==> config.mk <==
export PLATFORM = sky130hd
export DESIGN_NAME = tape_block_header_scanner
export DESIGN_NICKNAME = d
export VERILOG_FILES = /design/src/rtl/tbhs_pkg.sv /design/src/rtl/tbhs_front.sv /design/src/rtl/tbhs_queue.sv /design/src/rtl/tbhs_back.sv /design/src/rtl/tape_block_header_scanner.sv
export SDC_FILE = /design/constraint.sdc
export NUM_CORES = 1
export LEC_CHECK = 0
export BUFFER_PORTS_ARGS = -buffer_cell sky130_fd_sc_hd__buf_2
export CAP_MARGIN = 20
export CORE_ASPECT_RATIO = 0.8
export CORE_MARGIN = 2
export CORE_UTILIZATION = 50
export CTS_CLUSTER_DIAMETER = 60
export CTS_CLUSTER_SIZE = 12
export DETAILED_ROUTE_END_ITERATION = 10
export PLACE_DENSITY = 0.71
export RECOVER_POWER = 50
export SLEW_MARGIN = 20
export SYNTH_ARGS = -nofsm -noshare
export SYNTH_HDL_FRONTEND = slang
export SYNTH_SLANG_ARGS = --single-unit
==> constraint.sdc <==
create_clock -name clk -period 26.2 [get_ports clk]
set_input_delay 1.31 -clock clk [delete_from_list [all_inputs] [get_ports clk]]
set_output_delay 1.31 -clock clk [all_outputs]
set_load 0.05 [all_outputs]
==> src/rtl/tbhs_pkg.sv <==
// Package for the tape block header scanner: result record type, kind codes and
// the fixed constants of the tape block format. No dependencies.

package tbhs_pkg;

  // Default widths and depths handed to the top level.
  localparam int OFFSET_BITS_DEFAULT = 24;
  localparam int QUEUE_DEPTH_DEFAULT = 4;

  // Fixed format constants.
  localparam int NAME_CHARS      = 10;
  localparam int HEADER_BYTES    = 17;
  localparam int OUT_OFFSET_BITS = 24;

  localparam logic [7:0]  HEADER_FLAG   = 8'h00;
  localparam logic [7:0]  SPACE_CHAR    = 8'h20;
  localparam logic [15:0] MIN_LENGTH    = 16'd2;
  localparam logic [4:0]  DECL_LO_INDEX = 5'd11;
  localparam logic [4:0]  DECL_HI_INDEX = 5'd12;
  localparam logic [4:0]  LAST_HDR_INDEX = 5'(HEADER_BYTES - 1);
  localparam logic [23:0] OFFSET_MAX    = 24'hFFFFFF;

  // Result kinds.
  localparam logic [1:0] KIND_BLOCK     = 2'd0;
  localparam logic [1:0] KIND_END       = 2'd1;
  localparam logic [1:0] KIND_MALFORMED = 2'd2;

  // One result as it travels from the front part to the back part.
  typedef struct packed {
    logic [1:0]  kind;
    logic [23:0] offset;
    logic [15:0] data_length;
    logic [7:0]  flag;
    logic        hdr;
    logic [7:0]  file_type;
    logic [15:0] declared;
    logic [63:0] name_first;
    logic [15:0] name_last;
    logic [3:0]  name_len;
  } rec_t;

endpackage

==> src/rtl/tbhs_front.sv <==
// Front part of the tape block header scanner: walks the block structure one
// byte per transfer and pushes one result record per block, once its flag byte
// or header is read, and one per end mark. Depends on tbhs_pkg.

module tbhs_front #(
  parameter int OFFSET_BITS = tbhs_pkg::OFFSET_BITS_DEFAULT
) (
  input  logic           clk,
  input  logic           rst,
  input  logic           fire,
  input  logic [7:0]     data_byte,
  input  logic           end_of_file,
  output logic           push,
  output tbhs_pkg::rec_t push_rec
);

  localparam logic [2:0] PH_LEN_LO = 3'd0;
  localparam logic [2:0] PH_LEN_HI = 3'd1;
  localparam logic [2:0] PH_FLAG   = 3'd2;
  localparam logic [2:0] PH_HEADER = 3'd3;
  localparam logic [2:0] PH_SKIP   = 3'd4;
  localparam logic [2:0] PH_ERROR  = 3'd5;

  localparam int EXT_W = (OFFSET_BITS > tbhs_pkg::OUT_OFFSET_BITS) ?
                         OFFSET_BITS : tbhs_pkg::OUT_OFFSET_BITS;

  logic [2:0]             phase;
  logic [7:0]             len_lo;
  logic [15:0]            dlen;
  logic [15:0]            remaining;
  logic [4:0]             hidx;
  logic [OFFSET_BITS-1:0] pos;
  logic [OFFSET_BITS-1:0] bstart;
  logic [7:0]             ctype;
  logic [7:0]             name [tbhs_pkg::NAME_CHARS];
  logic [15:0]            cdecl;
  logic [3:0]             nlen;
  logic                   err;

  logic [15:0]            len_full;
  logic [EXT_W-1:0]       start_ext;
  logic [23:0]            start_sat;
  logic                   is_header;

  assign len_full  = {data_byte, len_lo};
  assign start_ext = EXT_W'(bstart);
  assign start_sat = (start_ext > EXT_W'(tbhs_pkg::OFFSET_MAX)) ?
                     tbhs_pkg::OFFSET_MAX : start_ext[23:0];
  assign is_header = (data_byte == tbhs_pkg::HEADER_FLAG) &&
                     (dlen >= 16'(tbhs_pkg::HEADER_BYTES));

  always_comb begin
    push               = 1'b0;
    push_rec           = '0;
    push_rec.offset    = start_sat;
    push_rec.data_length = dlen;
    push_rec.flag      = data_byte;
    push_rec.file_type = ctype;
    push_rec.declared  = cdecl;
    push_rec.name_first = {name[0], name[1], name[2], name[3],
                           name[4], name[5], name[6], name[7]};
    push_rec.name_last = {name[8], name[9]};
    push_rec.name_len  = nlen;
    if (fire) begin
      if (end_of_file) begin
        push = 1'b1;
        push_rec.kind = (err || phase == PH_FLAG || phase == PH_HEADER) ?
                        tbhs_pkg::KIND_MALFORMED : tbhs_pkg::KIND_END;
      end else if (phase == PH_FLAG && !is_header) begin
        push = 1'b1;
        push_rec.kind = tbhs_pkg::KIND_BLOCK;
      end else if (phase == PH_HEADER && hidx == tbhs_pkg::LAST_HDR_INDEX) begin
        push = 1'b1;
        push_rec.kind = tbhs_pkg::KIND_BLOCK;
        push_rec.hdr  = 1'b1;
        push_rec.flag = tbhs_pkg::HEADER_FLAG;
      end
    end
  end

  always_ff @(posedge clk) begin
    if (rst) begin
      phase     <= PH_LEN_LO;
      len_lo    <= '0;
      dlen      <= '0;
      remaining <= '0;
      hidx      <= '0;
      pos       <= '0;
      bstart    <= '0;
      ctype     <= '0;
      cdecl     <= '0;
      nlen      <= '0;
      err       <= 1'b0;
    end else if (fire) begin
      if (end_of_file) begin
        phase     <= PH_LEN_LO;
        len_lo    <= '0;
        dlen      <= '0;
        remaining <= '0;
        hidx      <= '0;
        pos       <= '0;
        bstart    <= '0;
        ctype     <= '0;
        cdecl     <= '0;
        nlen      <= '0;
        err       <= 1'b0;
      end else begin
        if (phase == PH_LEN_LO) begin
          bstart <= pos;
        end
        if (pos != '1) begin
          pos <= pos + 1'b1;
        end
        case (phase)
          PH_LEN_LO: begin
            len_lo <= data_byte;
            phase  <= PH_LEN_HI;
          end
          PH_LEN_HI: begin
            if (len_full < tbhs_pkg::MIN_LENGTH) begin
              err   <= 1'b1;
              phase <= PH_ERROR;
            end else begin
              dlen  <= len_full - tbhs_pkg::MIN_LENGTH;
              phase <= PH_FLAG;
            end
          end
          PH_FLAG: begin
            if (is_header) begin
              hidx  <= '0;
              nlen  <= '0;
              phase <= PH_HEADER;
            end else begin
              remaining <= dlen + 16'd1;
              phase     <= PH_SKIP;
            end
          end
          PH_HEADER: begin
            if (hidx == 5'd0) begin
              ctype <= data_byte;
            end else if (hidx <= 5'(tbhs_pkg::NAME_CHARS)) begin
              // Trimmed length is the position of the last non-space seen.
              if (data_byte != tbhs_pkg::SPACE_CHAR) begin
                nlen <= hidx[3:0];
              end
            end else if (hidx == tbhs_pkg::DECL_LO_INDEX) begin
              cdecl[7:0] <= data_byte;
            end else if (hidx == tbhs_pkg::DECL_HI_INDEX) begin
              cdecl[15:8] <= data_byte;
            end
            if (hidx == tbhs_pkg::LAST_HDR_INDEX) begin
              hidx      <= '0;
              remaining <= dlen - 16'(tbhs_pkg::HEADER_BYTES - 1);
              phase     <= PH_SKIP;
            end else begin
              hidx <= hidx + 5'd1;
            end
          end
          PH_SKIP: begin
            if (remaining != '0) begin
              remaining <= remaining - 16'd1;
            end
            if (remaining <= 16'd1) begin
              phase <= PH_LEN_LO;
            end
          end
          default: begin
          end
        endcase
      end
    end
  end

  // Name characters sit in the header at byte positions one to ten.
  always_ff @(posedge clk) begin
    for (int i = 0; i < tbhs_pkg::NAME_CHARS; i++) begin
      if (fire && !end_of_file && phase == PH_HEADER && hidx == 5'(i + 1)) begin
        name[i] <= data_byte;
      end
    end
  end

endmodule

==> src/rtl/tbhs_queue.sv <==
// Short record queue between the front and back parts of the scanner.
// Depends on tbhs_pkg for the record type.

module tbhs_queue #(
  parameter int DEPTH = tbhs_pkg::QUEUE_DEPTH_DEFAULT
) (
  input  logic           clk,
  input  logic           rst,
  input  logic           push,
  input  tbhs_pkg::rec_t push_rec,
  input  logic           pop,
  output tbhs_pkg::rec_t head,
  output logic           not_empty,
  output logic           full
);

  localparam int PW = (DEPTH > 1) ? $clog2(DEPTH) : 1;
  localparam int CW = $clog2(DEPTH + 1);

  tbhs_pkg::rec_t mem [DEPTH];
  logic [PW-1:0]  wr_ptr;
  logic [PW-1:0]  rd_ptr;
  logic [CW-1:0]  count;

  assign head      = mem[rd_ptr];
  assign not_empty = (count != '0);
  assign full      = (count == CW'(DEPTH));

  function automatic logic [PW-1:0] wrap_inc(input logic [PW-1:0] p);
    return (p == PW'(DEPTH - 1)) ? '0 : p + 1'b1;
  endfunction

  always_ff @(posedge clk) begin
    if (push) begin
      mem[wr_ptr] <= push_rec;
    end
  end

  always_ff @(posedge clk) begin
    if (rst) begin
      wr_ptr <= '0;
      rd_ptr <= '0;
      count  <= '0;
    end else begin
      if (push) begin
        wr_ptr <= wrap_inc(wr_ptr);
      end
      if (pop) begin
        rd_ptr <= wrap_inc(rd_ptr);
      end
      if (push && !pop) begin
        count <= count + 1'b1;
      end else if (pop && !push) begin
        count <= count - 1'b1;
      end
    end
  end

endmodule

==> src/rtl/tbhs_back.sv <==
// Back part of the scanner: takes records from the queue into the output
// register and clears the fields that carry no meaning for each kind.
// Depends on tbhs_pkg.

module tbhs_back (
  input  logic           clk,
  input  logic           rst,
  input  tbhs_pkg::rec_t head,
  input  logic           not_empty,
  output logic           pop,
  output logic           out_valid,
  input  logic           out_ready,
  output logic [1:0]     result_kind,
  output logic [23:0]    block_offset,
  output logic [15:0]    data_length,
  output logic [7:0]     flag_value,
  output logic           has_header,
  output logic [7:0]     file_type,
  output logic [15:0]    declared_length,
  output logic [63:0]    name_first_eight,
  output logic [15:0]    name_last_two,
  output logic [3:0]     name_length,
  output logic           is_last
);

  logic is_block;
  logic is_hdr;

  assign pop      = not_empty && (!out_valid || out_ready);
  assign is_block = (head.kind == tbhs_pkg::KIND_BLOCK);
  assign is_hdr   = is_block && head.hdr;

  always_ff @(posedge clk) begin
    if (rst) begin
      out_valid <= 1'b0;
    end else if (pop) begin
      out_valid <= 1'b1;
    end else if (out_ready) begin
      out_valid <= 1'b0;
    end
  end

  always_ff @(posedge clk) begin
    if (pop) begin
      result_kind      <= head.kind;
      block_offset     <= is_block ? head.offset : '0;
      data_length      <= is_block ? head.data_length : '0;
      flag_value       <= is_block ? head.flag : '0;
      has_header       <= is_hdr;
      file_type        <= is_hdr ? head.file_type : '0;
      declared_length  <= is_hdr ? head.declared : '0;
      name_first_eight <= is_hdr ? head.name_first : '0;
      name_last_two    <= is_hdr ? head.name_last : '0;
      name_length      <= is_hdr ? head.name_len : '0;
      // Every input item causes at most one result.
      is_last          <= 1'b1;
    end
  end

endmodule

==> src/rtl/tape_block_header_scanner.sv <==
// Tape block header scanner, top level.
// Takes a tape image one byte per input transfer (data_byte), or an end mark
// (end_of_file); reports each block before any too-short length, with header
// fields if a header, then a clean-end or malformed status at stream end.
// Both channels use valid/ready; a transfer happens when both are high.
// Throughput: one input byte per cycle, sustained, as long as results are
// taken. Each byte updates the front part's state; each transfer yields at
// most one result, with is_last always set.
// A result reaches the output through a queue write and then an output
// register load after the input transfer that causes it.
// A queue of QUEUE_DEPTH records parts the front and back parts. When the
// receiver stalls, the output register holds its result and the queue fills;
// in_ready falls only once the queue is full, and rises again as results go.
// Reset (synchronous, active high) returns the scanner to expecting a length
// byte at offset zero and empties the queue and output register. An end of
// file transfer does the same to the scanner state after its status.
// Depends on tbhs_pkg, tbhs_front, tbhs_queue and tbhs_back.

module tape_block_header_scanner #(
  parameter int OFFSET_BITS = tbhs_pkg::OFFSET_BITS_DEFAULT,
  parameter int QUEUE_DEPTH = tbhs_pkg::QUEUE_DEPTH_DEFAULT
) (
  input  logic        clk,
  input  logic        rst,
  input  logic        in_valid,
  output logic        in_ready,
  input  logic [7:0]  data_byte,
  input  logic        end_of_file,
  output logic        out_valid,
  input  logic        out_ready,
  output logic [1:0]  result_kind,
  output logic [23:0] block_offset,
  output logic [15:0] data_length,
  output logic [7:0]  flag_value,
  output logic        has_header,
  output logic [7:0]  file_type,
  output logic [15:0] declared_length,
  output logic [63:0] name_first_eight,
  output logic [15:0] name_last_two,
  output logic [3:0]  name_length,
  output logic        is_last
);

  logic           fire;
  logic           push;
  tbhs_pkg::rec_t push_rec;
  tbhs_pkg::rec_t head;
  logic           pop;
  logic           not_empty;
  logic           full;

  assign in_ready = !full;
  assign fire     = in_valid && in_ready;

  tbhs_front #(
    .OFFSET_BITS(OFFSET_BITS)
  ) u_front (
    .clk        (clk),
    .rst        (rst),
    .fire       (fire),
    .data_byte  (data_byte),
    .end_of_file(end_of_file),
    .push       (push),
    .push_rec   (push_rec)
  );

  tbhs_queue #(
    .DEPTH(QUEUE_DEPTH)
  ) u_queue (
    .clk      (clk),
    .rst      (rst),
    .push     (push),
    .push_rec (push_rec),
    .pop      (pop),
    .head     (head),
    .not_empty(not_empty),
    .full     (full)
  );

  tbhs_back u_back (
    .clk             (clk),
    .rst             (rst),
    .head            (head),
    .not_empty       (not_empty),
    .pop             (pop),
    .out_valid       (out_valid),
    .out_ready       (out_ready),
    .result_kind     (result_kind),
    .block_offset    (block_offset),
    .data_length     (data_length),
    .flag_value      (flag_value),
    .has_header      (has_header),
    .file_type       (file_type),
    .declared_length (declared_length),
    .name_first_eight(name_first_eight),
    .name_last_two   (name_last_two),
    .name_length     (name_length),
    .is_last         (is_last)
  );

endmodule

==> Word-level counts from Yosys, hierarchy flattened <==
Memory sizes are Yosys's and may differ from the RTL's. A register that Yosys moved wholly into a read port is not among the register bits.
Index checks and enable logic that the tools add are counted.
{ "totals": {"ff_bits": 292, "ram_bits": 716, "in_bits": 13, "memories": 2} }
{ "memory_table": {"columns": ["name", "depth", "width", "read_ports", "rd_ports_with_merged_regs", "wr", "line", "source"], "rows": [
  ["u_queue.mem", 4, 159, 1, 1, 1, "tbhs_queue.sv:20", "tbhs_pkg::rec_t mem [DEPTH];"],
  ["u_front.name", 10, 8, 10, 0, 1, "tbhs_front.sv:35", "logic [7:0] name [tbhs_pkg::NAME_CHARS];"]
]} }
{ "classes": {"add_sub_neg": 10, "magnitude_cmp": 5, "n_eq_ne": 34, "muxes": 112, "reduce_logical": 68} }
{ "ops": {"columns": ["cell", "n"], "rows": [
  ["2-to-1 mux 16 bit", 11],
  ["2-to-1 mux 8 bit", 17],
  ["2-to-1 mux 24 bit", 5],
  ["OR reduction 8 bit", 9],
  ["2-to-1 mux 4 bit", 14],
  ["one-hot mux 16 bit (3 select lines)", 1],
  ["2-to-1 mux 1 bit", 40],
  ["2-to-1 mux 9 bit", 4],
  ["== test 5 x 4 -> 1 bit (second input constant)", 5],
  ["adder 24 x 1 -> 24 bit (second input constant)", 1],
  ["greater-than comparator 24 bit (second input constant)", 1],
  ["!= test 24 bit (second input constant)", 1],
  ["2-to-1 mux 3 bit", 7],
  ["== test 5 x 3 -> 1 bit (second input constant)", 4],
  ["logical AND 1 bit", 20],
  ["nonzero test 2 bit", 10],
  ["!= test 3 x 2 -> 1 bit (second input constant)", 6],
  ["adder 16 x 1 -> 16 bit (second input constant)", 1],
  ["greater-or-equal comparator 16 x 5 -> 1 bit (second input constant)", 1],
  ["<= comparator 16 x 1 -> 1 bit (second input constant)", 1],
  ["less-than comparator 16 x 2 -> 1 bit (second input constant)", 1],
  ["nonzero test 16 bit", 1],
  ["subtractor 16 x 1 -> 16 bit (second input constant)", 1],
  ["subtractor 16 x 2 -> 16 bit (second input constant)", 1],
  ["35 further kinds", 66]
]} }

==> Longest topological paths before layout <==
{ "depth": {"word_depth": 18, "depth_mapped": 14, "mapped_depth_nobuf": 13} }

==> Hierarchy <==
From an unflattened synthesis, not the netlist that was laid out.
{ "unflattened": {"hier_cells": 2115, "area_unflattened_um2": 38353.0} }
{ "modules_own_cells": {"columns": ["mod", "instances", "cells_each", "area_per_inst_um2", "seq_area_each_um2"], "rows": [
  ["tbhs_queue", 1, 875, 23382.4, 19278.5],
  ["tbhs_front", 1, 898, 9057.4, 4904.7],
  ["tbhs_back", 1, 340, 5903.2, 4794.6],
  ["tape_block_header_scanner", 1, 2, 10.0, 0.0]
]} }

==> Worst setup path before layout <==
No wires, ideal clock.
{ "synth_timing": {"path_kind": "input port to flip-flop", "startpoint": "input out_ready", "endpoint": "register u_queue.count[2]", "setup_time_ns": 0.070, "arrival_ns": 11.090, "t_required_ns": 26.130, "setup_slack_ns": 15.039, "stages": 9, "n_path_buf": 0, "path_cell_list": "inv_1 > a21oi_1 > inv_1 > ha_1 > inv_1 > fa_1 > xor2_1 > or3_1 > a21oi_1"} }
{ "synth_via": {"elab_chain_len": 5, "elab_cells_between_ends": 7} }
{ "synth_lines": {"columns": ["item", "line", "source"], "rows": [
  ["from (decl)", "tape_block_header_scanner.sv:30", "input logic out_ready,"],
  ["logical OR 1 bit (*)", "tbhs_back.sv:29", "assign pop = not_empty && (!out_valid || out_ready);"],
  ["logical AND 1 bit (*)", "tbhs_back.sv:29", null],
  ["named net pop", "tape_block_header_scanner.sv:48", "logic pop;"],
  ["zero test 1 bit", "tbhs_queue.sv:51", "if (push && !pop) begin"],
  ["logical AND 1 bit", "tbhs_queue.sv:51", null],
  ["2-to-1 mux 3 bit or nonzero test 2 bit (tied branches)", null, null],
  ["to (signal assigned)", "tbhs_queue.sv:52", "count <= count + 1'b1;"],
  ["to (signal assigned)", "tbhs_queue.sv:54", "count <= count - 1'b1;"],
  ["to (decl)", "tbhs_queue.sv:23", "logic [CW-1:0] count;"]
]} }
Mark *: on every way through the listed nets, which the timed path passes. The rest lies on a longest branch.
A chain may end at the register's enable or synchronous reset.

==> reports/metrics.cfg <==
[grt]
grt_first_pass_wirelength_um = 117200
grt_overflow_total = 0
grt_pass1_vias = 19490
grt.total_usage = 0.1951
antenna_found_initial = 3
grt_max_degree = 76

[yosys]
netlist_area_mm2 = 0.03829
syn-num-nets = 2165
synthMuxAreaShare = 0.09431
syn-mean-instance-area_um2 = 17.97
synth_top_family_by_area = multiplexers
synthXorXnorAreaFrac = 0.01350
synthFlopType = edfxtp_1
async_flop_share = 0
yosys.area_share.simple = 0.07290
synth_edf_count = 875
synth-compound-area-share = 0.03647
synth-adder-area-share = 0.007058
ys_seq_area_frac = 0.7568
synthCells = 2131
ys_types = 79
ys_seq_elements = 1010
yosys_warnings = 0

[sta]
max_slew_margin = -1.453
max_freq_mhz = 132.8
setup_viol = 0
totalNegativeSetupSlack_ps = 0
rsz0062_at_grt = no
hold_ws_ps = 481.4
fin_crit_ps = 7530
period_share = 0.2874
finalHoldViolCount = 0
fin_skew_ps = 16.42
slew_viol_final = 401
worst_pin_slew_ps = 3680

[setup_path]
worstRegToRegCells = 7
path_class = flip-flop to flip-flop
worst_setup_path_start_kind = flip-flop
cp-end-kind = flip-flop
cp_max_fo = 75
cp.arrival_ps = 7890
crit_required_ps = 26560
rrSetupSlack_ps = 18670
rr_endpoint = u_back.name_last_two[4]

[cts]
ctsHoldBuffers = 0
cts_resized = 0
clkSinkCount = 1010
post_cts_buffers = 0
clk_pin_slew_ps = 60
numCtsBuffers = 96
tritoncts = done
clockBufferDepth = 3
htreeDepth = 3
root_buffer = clkbuf_16
insertion_delay_ps = 650

[placement]
hpwl_um = 44550
gp_congestion = 0.8252
io_buffers = 173

[hold_path]
hold_start = u_front.len_lo[0]
hold_end = u_front.dlen[0]
whs_path_depth = 2
min_path_type = flip-flop to flip-flop

[floorplanning]
dieArea_mm2 = 0.07882
num_rows = 90
die_h_um = 251.5
die_x_um = 313.4
fp.coreArea_mm2 = 0.07556
pin_count = 175
start_util = 0.5067

[run_status]
violations = capacitance limit, slew limit
status = complete, but fails checks

[detailed_routing]
first_iter_violations = 2023
routedWlPerCell_um = 22.70
dr.pass1.iters = 5
ant_nets = 0
drt_wl_total_um = 76170
viasPerCell = 5.752
drc_errors = 0
vias = 19300

[run]
drv_cap = 9

[cells_and_area]
nets = 2313
drive_gt1_frac = 0.1349
nFillCells = 5640
multi_input_area_mm2 = 0.008611
utilization = 0.5643
area_growth_pct = 11.36
seq_area_mm2 = 0.02898

[power]
cellLeakagePower_nw = 13.47
ir_worst_vdd_mv = 0.05613
power_density_mw_per_mm2 = 106.5

[power breakdown]
| part | internal (W) | switching [W] | total (W) |
|---|---|---|---|
| Sequential | 0.00198 | 0.0000792 | 0.00206 |
| Clock | 0.000723 | 0.000559 | 0.00128 |
| Combinational | 0.000349 | 0.000847 | 0.00120 |
| Total | 0.00306 | 0.00149 | 0.00454 |
[worst max-delay path by stage]
| stage | start | end | slack, ps |
|---|---|---|---|
| global route | flip-flop | u_back.name_first_eight[56] | 18080 |
| finish | flip-flop | u_back.name_last_two[4] | 18670 |
| floorplan | out_ready | u_queue.count[2] | 15040 |
| CTS | flip-flop | u_back.name_last_two[4] | 21870 |
| global placement | data_byte[3] | u_queue.mem[2][53] | 21710 |
| detailed placement | data_byte[3] | u_queue.mem[2][53] | 21650 |
[state kept, by name (all words and copies together) (netlist names), 16 cells and up, named ones only]
| name | count |
|---|---|
| u_back.block_offset | 24 |
| u_back.data_length | 16 |
| u_back.declared_length | 16 |
| u_back.name_first_eight | 64 |
| u_back.name_last_two | 16 |
| u_front.bstart | 24 |
| u_front.cdecl | 16 |
| u_front.dlen | 16 |
| u_front.name | 80 |
| u_front.pos | 24 |
| u_front.remaining | 16 |
| u_queue.mem | 636 |
[worst max-delay path, cell delays in order (launching register included)]
cell	delay (ps)
dfxtp_1	2020
clkbuf_1	2530
mux4_2	650
or2_2	130
buf_4	510
nand2b_4	490
buf_4	630
nor2b_1	120
[cells in the mapped netlist (3+ instances only)]
cell type | instances | area (um2)
o21ai_1 | 15 | 75.07
a211oi_1 | 3 | 22.52
and2_1 | 23 | 143.9
a221oi_1 | 4 | 35.03
nand2b_1 | 3 | 18.77
nor2_1 | 117 | 439.2
o2111ai_1 | 3 | 26.28
o211ai_1 | 4 | 30.03
ha_1 | 20 | 250.2
nor4_1 | 13 | 81.33
and3_1 | 7 | 43.79
or3_1 | 15 | 93.84
mux2i_1 | 3 | 30.03
dfxtp_1 | 135 | 2703
mux4_2 | 159 | 3581
clkbuf_1 | 100 | 375.4
nand3_1 | 28 | 140.1
and4_1 | 5 | 43.79
inv_1 | 30 | 112.6
nor3b_1 | 3 | 22.52
a21oi_1 | 39 | 195.2
nor3_1 | 33 | 165.2
nor4b_1 | 7 | 61.31
xnor2_1 | 36 | 315.3
o21ai_0 | 24 | 120.1
o31a_1 | 4 | 35.03
o32ai_1 | 5 | 43.79
o31ai_1 | 4 | 30.03
nand4_1 | 11 | 68.82
o22ai_1 | 3 | 18.77
a22oi_1 | 57 | 427.9
buf_2 | 28 | 140.1
buf_4 | 4 | 30.03
nor4_2 | 4 | 50.05
xor2_1 | 23 | 201.4
or4_1 | 7 | 52.55
nand2_1 | 46 | 172.7
nor2b_1 | 161 | 1007
buf_1 | 14 | 52.55
edfxtp_1 | 875 | 26280
o2bb2ai_1 | 12 | 105.1
or3b_1 | 3 | 26.28
[stage by stage]
step	power, W	area [um2]	setup slack (ps)	instances
final	0.004541	42640	18670	3355
after global routing	0.004728	42640	18080	3354
after CTS	0.004612	42890	21870	3354
after detailed placement	0.003328	40050	21650	3193
after global placement	0.003320	40050	21710	3193
after floorplan	0.003064	38290	15040	2131
[cells by family after synthesis]
group,Yosys count
simple gates,502
other cells,1
buf+inv,177
compound gates,199
xor+xnor,59
mux,162
flops,1010
fa+ha+maj,21
[cell usage in the layout, fill, tap and decap left out, types with 39 or more instances in the layout]
cell type	count
dfxtp_1	134
clkbuf_16	98
a22oi_1	57
edfxtp_1	875
nor2b_1	161
mux4_2	159
nor2_1	117
clkbuf_1	226
a21oi_1	39
nand2_1	46
[final cells by class]
| type | instances | share of cell area |
|---|---|---|
| sequential | 1010 | 0.6797 |
| multi-input combinational | 944 | 0.2019 |
| clock buffer | 150 | 0.06209 |
| tap | 1012 | 0.02970 |
| timing repair buffer | 197 | 0.01931 |
| clock inverter | 11 | 0.004578 |
| inverter | 30 | 0.002641 |
| antenna | 1 | 0.00005869 |
[metal layers]
| layer | global-route usage | vias up | part of all wire |
|---|---|---|---|
| met2 | 0.3137 | 616 | 0.48 |
| met3 | 0.03650 | 122 | 0.059 |
| met5 | 0 | - | 0.00016 |
| met1 | 0.2789 | 9987 | 0.44 |
| li1 | - | 8572 | - |
| met4 | 0.04689 | 2 | 0.019 |
Power figures use the tool's default switching activity.
